### src/rtl/assert_macros.svh
// ----------------------------------------------------------------------------
// assert_macros
// Assertion macros for the RTL (used by lbp_ctrl).
// ----------------------------------------------------------------------------
`ifndef ASSERT_MACROS_SVH
`define ASSERT_MACROS_SVH
`ifndef ASSERT_OFF
`define ASSERT_IMPLIES(label, clk, rst, a, b) \
  label: assert property (@(posedge clk) disable iff (rst) (a) |-> (b)) else $error("assertion failed");
`define ASSERT_NEXT(label, clk, rst, a, b) \
  label: assert property (@(posedge clk) disable iff (rst) (a) |=> (b)) else $error("assertion failed");
`else
`define ASSERT_IMPLIES(label, clk, rst, a, b)
`define ASSERT_NEXT(label, clk, rst, a, b)
`endif
`endif

### src/rtl/lbp_pkg.sv
// ----------------------------------------------------------------------------
// lbp_pkg
// Shared types and constants of the LRU buffer pool.
// ----------------------------------------------------------------------------
package lbp_pkg;
  localparam int unsigned NumFramesDefault = 16;
  localparam logic [2:0] KIND_GET        = 3'd0;
  localparam logic [2:0] KIND_GET_PIN    = 3'd1;
  localparam logic [2:0] KIND_ANON       = 3'd2;
  localparam logic [2:0] KIND_ANON_PIN   = 3'd3;
  localparam logic [2:0] KIND_UNPIN      = 3'd4;
  localparam logic       REG_FRAMES      = 1'b0;
  localparam logic       REG_ANON_FILE   = 1'b1;

  typedef struct packed {
    logic [2:0]  kind;
    logic [7:0]  file_id;
    logic [31:0] page_number;
    logic [3:0]  unpin_frame;
  } req_t;

  typedef struct packed {
    logic [3:0]  frame_index;
    logic        hit;
    logic        did_evict;
    logic [7:0]  evicted_file;
    logic [31:0] evicted_page;
    logic [31:0] assigned_page;
    logic        status;
  } rsp_t;

  // controller to datapath
  typedef struct packed {
    logic load;    // capture request, clear scan state
    logic scan;    // examine frame at scan index
    logic commit;  // apply update, build result
  } cmd_t;

  // datapath to controller
  typedef struct packed {
    logic scan_last;
  } sts_t;
endpackage

### src/rtl/lbp_if.sv
// ----------------------------------------------------------------------------
// lbp_if
// Valid/ready channel carrying one payload.
// ----------------------------------------------------------------------------
interface lbp_if #(parameter type payload_t = logic);
  logic     valid;
  logic     ready;
  payload_t data;
  modport source (output valid, output data, input ready);
  modport sink (input valid, input data, output ready);
endinterface

### src/rtl/lbp_datapath.sv
// ----------------------------------------------------------------------------
// lbp_datapath
// Frame tables, one-frame-per-cycle lookup and victim scan, update logic.
// ----------------------------------------------------------------------------
module lbp_datapath import lbp_pkg::*; #(
  parameter int unsigned NUM_FRAMES = NumFramesDefault
) (
  input  logic       clk,
  input  logic       rst,
  input  cmd_t       cmd,
  output sts_t       sts,
  input  req_t       req,
  input  logic [4:0] frames_in_use,
  input  logic [7:0] anon_file_id,
  output rsp_t       rsp
);
  localparam int IW = (NUM_FRAMES > 1) ? $clog2(NUM_FRAMES) : 1;
  localparam int CW = $clog2(NUM_FRAMES + 1);

  logic [NUM_FRAMES-1:0] frame_valid, frame_pinned;
  logic [7:0]  frame_file  [NUM_FRAMES];
  logic [31:0] frame_page  [NUM_FRAMES];
  logic [31:0] frame_stamp [NUM_FRAMES];
  logic [31:0] stamp_counter, anon_counter;
  logic [CW-1:0] fill_count;

  req_t r;
  logic [IW-1:0] idx;
  logic found, vic_ok;
  logic [IW-1:0] found_idx, vic_idx;
  logic [31:0] vic_stamp;

  // effective key of the held request
  logic anon, pin;
  logic [7:0] key_file;
  logic [31:0] key_page;
  assign anon = (r.kind == KIND_ANON) || (r.kind == KIND_ANON_PIN);
  assign pin  = (r.kind == KIND_GET_PIN) || (r.kind == KIND_ANON_PIN);
  assign key_file = anon ? anon_file_id : r.file_id;
  assign key_page = anon ? anon_counter + 32'd1 : r.page_number;

  assign sts.scan_last = (idx == IW'(NUM_FRAMES - 1));

  // fill limit clamped to 1..NUM_FRAMES
  logic [CW:0] lim;
  always_comb begin
    if (frames_in_use == 5'd0) lim = (CW+1)'(1);
    else if ({{CW{1'b0}}, frames_in_use} > (CW+5)'(NUM_FRAMES)) lim = (CW+1)'(NUM_FRAMES);
    else lim = (CW+1)'(frames_in_use);
  end

  // examine one frame per cycle
  logic cur_match, cur_cand;
  assign cur_match = frame_valid[idx] && frame_file[idx] == key_file
                     && frame_page[idx] == key_page && !anon;
  assign cur_cand = frame_valid[idx] && !frame_pinned[idx];

  always_ff @(posedge clk) begin
    if (cmd.load) begin
      r      <= req;
      idx    <= '0;
      found  <= 1'b0;
      vic_ok <= 1'b0;
    end else if (cmd.scan) begin
      if (cur_match && !found) begin
        found     <= 1'b1;
        found_idx <= idx;
      end
      if (cur_cand && (!vic_ok || frame_stamp[idx] < vic_stamp)) begin
        vic_ok    <= 1'b1;
        vic_idx   <= idx;
        vic_stamp <= frame_stamp[idx];
      end
      if (!sts.scan_last) idx <= idx + IW'(1);
    end
  end

  // apply the request
  logic full;
  logic [IW-1:0] tgt;
  assign full = {1'b0, fill_count} >= lim;
  assign tgt = full ? vic_idx : fill_count[IW-1:0];

  // build the result beat
  rsp_t rsp_next;
  always_comb begin
    rsp_next = '0;
    if (r.kind == KIND_UNPIN) begin
      rsp_next.frame_index = r.unpin_frame;
    end else if (r.kind <= KIND_ANON_PIN) begin
      rsp_next.assigned_page = key_page;
      if (found) begin
        rsp_next.frame_index = 4'(found_idx);
        rsp_next.hit = 1'b1;
      end else if (full && !vic_ok) begin
        rsp_next.status = 1'b1;
      end else begin
        rsp_next.frame_index = 4'(tgt);
        if (full) begin
          rsp_next.did_evict    = 1'b1;
          rsp_next.evicted_file = frame_file[vic_idx];
          rsp_next.evicted_page = frame_page[vic_idx];
        end
      end
    end
  end

  always_ff @(posedge clk) begin
    if (rst) begin
      frame_valid   <= '0;
      frame_pinned  <= '0;
      stamp_counter <= '0;
      anon_counter  <= '0;
      fill_count    <= '0;
    end else if (cmd.commit) begin
      rsp <= rsp_next;
      if (r.kind == KIND_UNPIN) begin
        if ({28'd0, r.unpin_frame} < 32'(NUM_FRAMES))
          frame_pinned[IW'(r.unpin_frame)] <= 1'b0;
      end else if (r.kind <= KIND_ANON_PIN) begin
        if (found) begin
          stamp_counter <= stamp_counter + 32'd1;
          frame_stamp[found_idx] <= stamp_counter + 32'd1;
        end else if (!(full && !vic_ok)) begin
          if (!full) fill_count <= fill_count + CW'(1);
          if (anon) anon_counter <= anon_counter + 32'd1;
          frame_valid[tgt]  <= 1'b1;
          frame_pinned[tgt] <= pin;
          frame_file[tgt]   <= key_file;
          frame_page[tgt]   <= key_page;
          stamp_counter     <= stamp_counter + 32'd1;
          frame_stamp[tgt]  <= stamp_counter + 32'd1;
        end
      end
    end
  end
endmodule

### src/rtl/lbp_ctrl.sv
// ----------------------------------------------------------------------------
// lbp_ctrl
// Sequencer: accept, scan all frames, commit, hold result.
// ----------------------------------------------------------------------------
`include "assert_macros.svh"
module lbp_ctrl import lbp_pkg::*; (
  input  logic clk,
  input  logic rst,
  input  logic in_valid,
  output logic in_ready,
  output logic out_valid,
  input  logic out_ready,
  input  sts_t sts,
  output cmd_t cmd
);
  localparam logic [1:0] S_IDLE = 2'd0, S_SCAN = 2'd1, S_COMMIT = 2'd2, S_OUT = 2'd3;
  logic [1:0] state, state_next;

  assign in_ready  = (state == S_IDLE);
  assign out_valid = (state == S_OUT);
  assign cmd.load   = in_ready && in_valid;
  assign cmd.scan   = (state == S_SCAN);
  assign cmd.commit = (state == S_COMMIT);

  // advance through the sequence
  always_comb begin
    state_next = state;
    unique case (state)
      S_IDLE:   if (in_valid) state_next = S_SCAN;
      S_SCAN:   if (sts.scan_last) state_next = S_COMMIT;
      S_COMMIT: state_next = S_OUT;
      S_OUT:    if (out_ready) state_next = S_IDLE;
      default:  state_next = S_IDLE;
    endcase
  end

  always_ff @(posedge clk) begin
    if (rst) state <= S_IDLE;
    else state <= state_next;
  end

  `ASSERT_NEXT(a_commit_out, clk, rst, cmd.commit, out_valid)
  `ASSERT_IMPLIES(a_no_accept_busy, clk, rst, out_valid, !in_ready)
  `ASSERT_NEXT(a_load_scan, clk, rst, cmd.load, cmd.scan)
endmodule

### src/rtl/lru_buffer_pool_with_pins.sv
// Sequence: accept, scan of every frame, commit; the result is then held until
// taken. A new request is accepted only once the result of the last one has
// been taken, so requests do not overlap in the pool.
// Synchronous reset clears valid and pin marks, counters, and sets registers
// to 16 frames and anonymous file id 255.
// ----------------------------------------------------------------------------
// lru_buffer_pool_with_pins
// LRU buffer pool with pinning: top level with APB register port.
// ----------------------------------------------------------------------------
module lru_buffer_pool_with_pins import lbp_pkg::*; #(
  parameter int unsigned NUM_FRAMES = NumFramesDefault
) (
  input  logic        clk,
  input  logic        rst,
  lbp_if.sink         req,
  lbp_if.source       rsp,
  input  logic        psel,
  input  logic        penable,
  input  logic        pwrite,
  input  logic [2:0]  paddr,
  input  logic [31:0] pwdata,
  output logic [31:0] prdata,
  output logic        pready
);
  logic [4:0] frames_in_use;
  logic [7:0] anon_file_id;
  cmd_t cmd;
  sts_t sts;

  // register file
  assign pready = 1'b1;
  always_ff @(posedge clk) begin
    if (rst) begin
      frames_in_use <= 5'd16;
      anon_file_id  <= 8'd255;
    end else if (psel && penable && pwrite && paddr[1:0] == 2'b00) begin
      unique case (paddr[2])
        REG_FRAMES:    frames_in_use <= pwdata[4:0];
        REG_ANON_FILE: anon_file_id  <= pwdata[7:0];
        default: ;
      endcase
    end
  end
  always_comb begin
    prdata = '0;
    unique case (paddr[2])
      REG_FRAMES:    prdata = {27'd0, frames_in_use};
      REG_ANON_FILE: prdata = {24'd0, anon_file_id};
      default: ;
    endcase
  end

  lbp_ctrl u_ctrl (
    .clk, .rst,
    .in_valid(req.valid), .in_ready(req.ready),
    .out_valid(rsp.valid), .out_ready(rsp.ready),
    .sts, .cmd
  );

  lbp_datapath #(.NUM_FRAMES(NUM_FRAMES)) u_dp (
    .clk, .rst, .cmd, .sts, .req(req.data),
    .frames_in_use, .anon_file_id, .rsp(rsp.data)
  );
endmodule

### src/flat_wrapper.sv
// flat-port wrapper written by rule: the top's interface ports become plain ports
module lru_buffer_pool_with_pins_flat import lbp_pkg::*;
#(
  parameter int unsigned NUM_FRAMES = NumFramesDefault
)
  (clk, rst, psel, penable, pwrite, paddr, pwdata, prdata, pready, req_valid, req_data, req_ready, rsp_valid, rsp_data, rsp_ready);
  lbp_if #(.payload_t(req_t)) req_i ();
  lbp_if #(.payload_t(rsp_t)) rsp_i ();
  input  logic clk;
  input  logic rst;
  input  logic psel;
  input  logic penable;
  input  logic pwrite;
  input  logic [2:0] paddr;
  input  logic [31:0] pwdata;
  output logic [31:0] prdata;
  output logic pready;
  input wire logic [$bits(req_i.valid)-1:0] req_valid;
  input wire logic [$bits(req_i.data)-1:0] req_data;
  output wire logic [$bits(req_i.ready)-1:0] req_ready;
  output wire logic [$bits(rsp_i.valid)-1:0] rsp_valid;
  output wire logic [$bits(rsp_i.data)-1:0] rsp_data;
  input wire logic [$bits(rsp_i.ready)-1:0] rsp_ready;
  assign req_i.valid = req_valid;
  assign req_i.data = req_data;
  assign req_ready = req_i.ready;
  assign rsp_valid = rsp_i.valid;
  assign rsp_data = rsp_i.data;
  assign rsp_i.ready = rsp_ready;
  lru_buffer_pool_with_pins #(.NUM_FRAMES(NUM_FRAMES)) u_core (.clk(clk), .rst(rst), .req(req_i), .rsp(rsp_i), .psel(psel), .penable(penable), .pwrite(pwrite), .paddr(paddr), .pwdata(pwdata), .prdata(prdata), .pready(pready));
endmodule
### config.mk
export PLATFORM = sky130hd
export DESIGN_NAME = lru_buffer_pool_with_pins_flat
export DESIGN_NICKNAME = d
export VERILOG_FILES = /design/src/rtl/lbp_pkg.sv /design/src/rtl/lbp_if.sv /design/src/rtl/lbp_datapath.sv /design/src/rtl/lbp_ctrl.sv /design/src/rtl/lru_buffer_pool_with_pins.sv /design/src/flat_wrapper.sv
export VERILOG_INCLUDE_DIRS = /design/src /design/src/rtl
export SDC_FILE = /design/constraint.sdc
export NUM_CORES = 2
export LEC_CHECK = 0
export BUFFER_PORTS_ARGS = -buffer_cell sky130_fd_sc_hd__buf_2
export CORE_AREA = 2 2 339 341
export DETAILED_ROUTE_END_ITERATION = 6
export DIE_AREA = 0 0 341 343
export HOLD_SLACK_MARGIN = 0.1
export PLACE_DENSITY = 0.76
export SKIP_LAST_GASP = 1
export SLEW_MARGIN = 20
export SYNTH_ARGS = -nofsm -noshare
export SYNTH_HDL_FRONTEND = slang
export SYNTH_HIERARCHICAL = 1
export SYNTH_SLANG_ARGS = --single-unit
### constraint.sdc
create_clock -name clk -period 5.2 [get_ports clk]
set_input_delay 0.52 -clock clk [delete_from_list [all_inputs] [get_ports clk]]
set_output_delay 0.52 -clock clk [all_outputs]
set_load 0.02 [all_outputs]
==> impl_metrics.py <==
metrics = {
    "die": {
        "die_area_um2": 117000,
        "number_of_top_level_design_ports": 203,
        "chipHeight_um": 343,
        "initial_core_util": 0.5572,
        "width_of_the_die_um": 341,
        "row_count": 124,
        "core-area_um2": 113400,
    },
    "yosys": {
        "synth.largest_area_cell": "edfxtp_1",
        "postSynthRegisterBits": 1448,
        "yosys_warnings": 6,
        "post-synth-top-count-cell": "edfxtp_1",
        "netlist_top_cells_count": "edfxtp_1, mux4_2, nor2_1, nand2_1, dfxtp_1",
        "postSynth.asyncResetShare": 0,
        "post_synth_cell_types": 80,
        "synth_area_leaders": "edfxtp_1, mux4_2, dfxtp_1, xor2_1, mux4_1",
        "yosysSeqAreaShare": 0.6675,
        "synth_top_cell_area_share": 0.6263,
        "number_of_enable_flip_flop_cells_after_synthesis": 1318,
        "syn_area_um2": 63190,
        "ys_dominant_reg_cell": "edfxtp_1",
        "syn-instance-count": 3397,
        "postSynthAreaPerCell_um2": 18.60,
    },
    "clock_network": {
        "cts_hold_buffers": 57,
        "worstSkewPairLatency_ns": 0.77,
        "postCtsSetupRepairBufs": 0,
        "cts_htree_levels": 4,
        "root_buffer_cell": "clkbuf_16",
        "ctsLongestPathBuffers": 3,
        "cts_num_sinks": 1448,
        "cts.reportedPaths.clkPinSlew_ns": 0.06,
        "postCtsResizedCells": 0,
        "tritoncts": "yes",
        "tritoncts.num_buffers": 147,
    },
    "global_routing": {
        "grt.met1_usage": 0.3939,
        "grt_util_met3": 0.05690,
        "grt.busiest_layer": "met2",
        "grt_start_max_net_pins": 107,
        "gr-usage-met2": 0.4269,
        "antenna_found_initial": 1,
        "grt_remaining_overflow": 0,
        "tot_gr_track_use": 0.2730,
        "grt_first_pass_wirelength_um": 233200,
        "number_of_global_route_vias_before_repair": 35210,
    },
    "setup_path": {
        "timing.critical_path.arrival_ns": 5.14,
        "path_max_fanout": 51,
        "worstPathRequired_ns": 5.62,
        "r2r.worst_path.cells": 12,
        "start_kind": "register",
        "worstSetupEndpointType": "register",
        "worst-setup-path-type": "register to register",
    },
    "power_and_ir_drop": {
        "p_leak_nw": 23.29,
        "power_density_over_the_cells_nw_per_um2": 415.2,
        "vdd_drop_max_mv": 0.3209,
    },
    "routing": {
        "number_of_vias_after_detailed_routing": 34940,
        "route.detailed.wl_per_inst_um": 29.63,
        "detailed_route_iter0_violations": 4421,
        "vias_per_cell": 6.561,
        "drt_wl_total_um": 157800,
        "drc": 0,
        "initial_drt_pass_iterations": 5,
        "ant_nets": 0,
    },
    "run_status": {
        "outcome": "finished clean",
    },
    "timing": {
        "final_min_period_over_clock_period": 0.9074,
        "slew_headroom": 0.1868,
        "timing.final.max_slew_violations": 0,
        "finalClockSkew_ns": 0.04334,
        "layout_min_cycle_time_ns": 4.718,
        "total_negative_slack_for_setup_checks_ns": 0,
        "worst_hold_margin_ns": 0.1458,
        "report.final.hold_viol_count": 0,
        "unrepaired_setup_endpoints_after_global_routing": "false",
        "fmax_ghz": 0.2119,
        "tightestPinTransition_ns": 1.220,
        "setup_viol": 0,
    },
    "cells_and_area": {
        "area_delta_synth_final_pct": 14.04,
        "layout.filler_cells": 7491,
        "post_route_cells_drive_above_1_share": 0.2990,
        "finalNetCount": 3831,
        "instances_no_fill": 5326,
    },
    "placed_design": {
        "dp.final_hpwl_um": 91420,
        "number_of_buffers_inserted_by_port_buffering": 153,
        "dpl.cell_count": 5002,
        "finalWeightedCongestion": 0.8690,
    },
    "job": {
        "maxCapViolCount": 0,
    },
    "worst_hold_path": {
        "min_path_cells": 3,
        "worstHoldPathType": "input pin to register",
    },
}
worst max-delay path, stage by stage, from the launching register on:
cell and delay (ns):
dfxtp_4 0.90, buf_12 0.33, mux4_2 0.37, mux4_2 0.59
ha_1 0.31, nand2_1 0.08, nor2_1 0.05, a221oi_1 0.23
o21ai_0 0.26, a21oi_1 0.34, a21oi_1 0.20, nor2_4 0.34
buf_12 0.27
cells by family (layout without fill, tap and decap cells):
group,after synthesis,after routing,share of synthesized area
AOI/OAI and AO/OA,249,249,0.02760
xor gates and xnor gates,137,137,0.01899
adders and majority gates,44,44,0.008712
buffers and inverters,300,693,0.02378
DFF,1448,1448,0.6675
muxes,600,600,0.2041
other,2,26,0.0001188
and+or+nand+nor,617,617,0.04914
worst paths after layout:
path / start / endpoint / slack, ns
worst min register to register: u_core/u_dp/frame_valid[10] / u_core/u_dp/frame_valid[10] / 0.45
worst max-delay path: register / u_core/u_dp/vic_stamp[18] / 0.48
worst max register to register: register / u_core/u_dp/vic_stamp[18] / 0.48
worst min-delay path: paddr[1] / u_core/frames_in_use[3] / 0.15
power by group:
| part | leakage, nW | internal [mW] | switching (mW) | total, mW |
|---|---|---|---|---|
| logic | 7.86 | 2.57 | 3.18 | 5.75 |
| registers | 13.1 | 13.4 | 0.305 | 13.7 |
| clock network | 2.32 | 6.09 | 4.41 | 10.5 |
state kept, by name (all words and copies together) (netlist names), named ones only:
name,cells
u_core/u_dp/frame_pinned,16
u_core/u_ctrl/state,2
u_core/u_dp/frame_stamp,512
u_core/u_dp/fill_count,5
u_core/u_dp/anon_counter,32
u_core/u_dp/r,47
u_core/u_dp/idx,4
u_core/u_dp/rsp,79
u_core/u_dp/vic_idx,4
u_core/u_dp/vic_stamp,32
u_core/u_dp/found,1
u_core/u_dp/frame_valid,16
u_core/u_dp/stamp_counter,32
u_core/u_dp/frame_file,128
u_core/u_dp/frame_page,512
u_core/u_dp/vic_ok,1
u_core/u_dp/found_idx,4
u_core/anon_file_id,8
u_core/frames_in_use,5
layout by cell type (no fill, tap or decap), types with 36 or more instances in the layout:
cell | netlist | final
nand4_1 | 36 | 36
nand3_1 | 50 | 49
xnor2_1 | 55 | 44
nor2_1 | 177 | 144
inv_1 | 72 | 72
buf_2 | 39 | 152
ha_1 | 44 | 44
mux2i_1 | 40 | 40
edfxtp_1 | 1318 | 1318
xor2_1 | 82 | 71
clkbuf_16 | 0 | 150
a21oi_1 | 44 | 44
nor2b_1 | 74 | 73
mux4_2 | 514 | 514
dlygate4sd3_1 | 0 | 57
nand2_1 | 132 | 132
buf_4 | 28 | 112
dfxtp_1 | 130 | 122
o21ai_0 | 46 | 40
cell type report:
type	count	area, um^2	area share
clock inverter	77	814.5	0.01130
sequential	1448	42210	0.5857
tap	1512	1892	0.02625
clock buffer	187	3953	0.05485
multi-input combinational	1672	20050	0.2783
timing repair buffer	356	2864	0.03974
inverter	73	274.0	0.003802
antenna	1	2.502	0.00003473
stage by stage:
step / setup slack, ns / instance area [um^2] / util / power, mW
6_report: 0.4816 / 72060 / 0.6354 / 29.92
5_1_grt: 0.2502 / 72060 / 0.6354 / 30.84
4_1_cts: 0.4623 / 71860 / 0.6336 / 30.01
3_5_place_dp: 0.5150 / 66520 / 0.5865 / 19.54
3_3_place_gp: 0.5421 / 66520 / 0.5865 / 19.47
2_1_floorplan: 0.02065 / 63290 / - / 17.86
routing by layer:
| layer | share of wire | vias up | routed length (um) |
|---|---|---|---|
| met3 | 0.11 | 269 | 16940 |
| met5 | 0 | - | 0 |
| met1 | 0.39 | 18200 | 61020 |
| met4 | 0.027 | 0 | 4295 |
| li1 | - | 14450 | - |
| met2 | 0.48 | 2025 | 75540 |
Power figures use the tool's default switching activity.
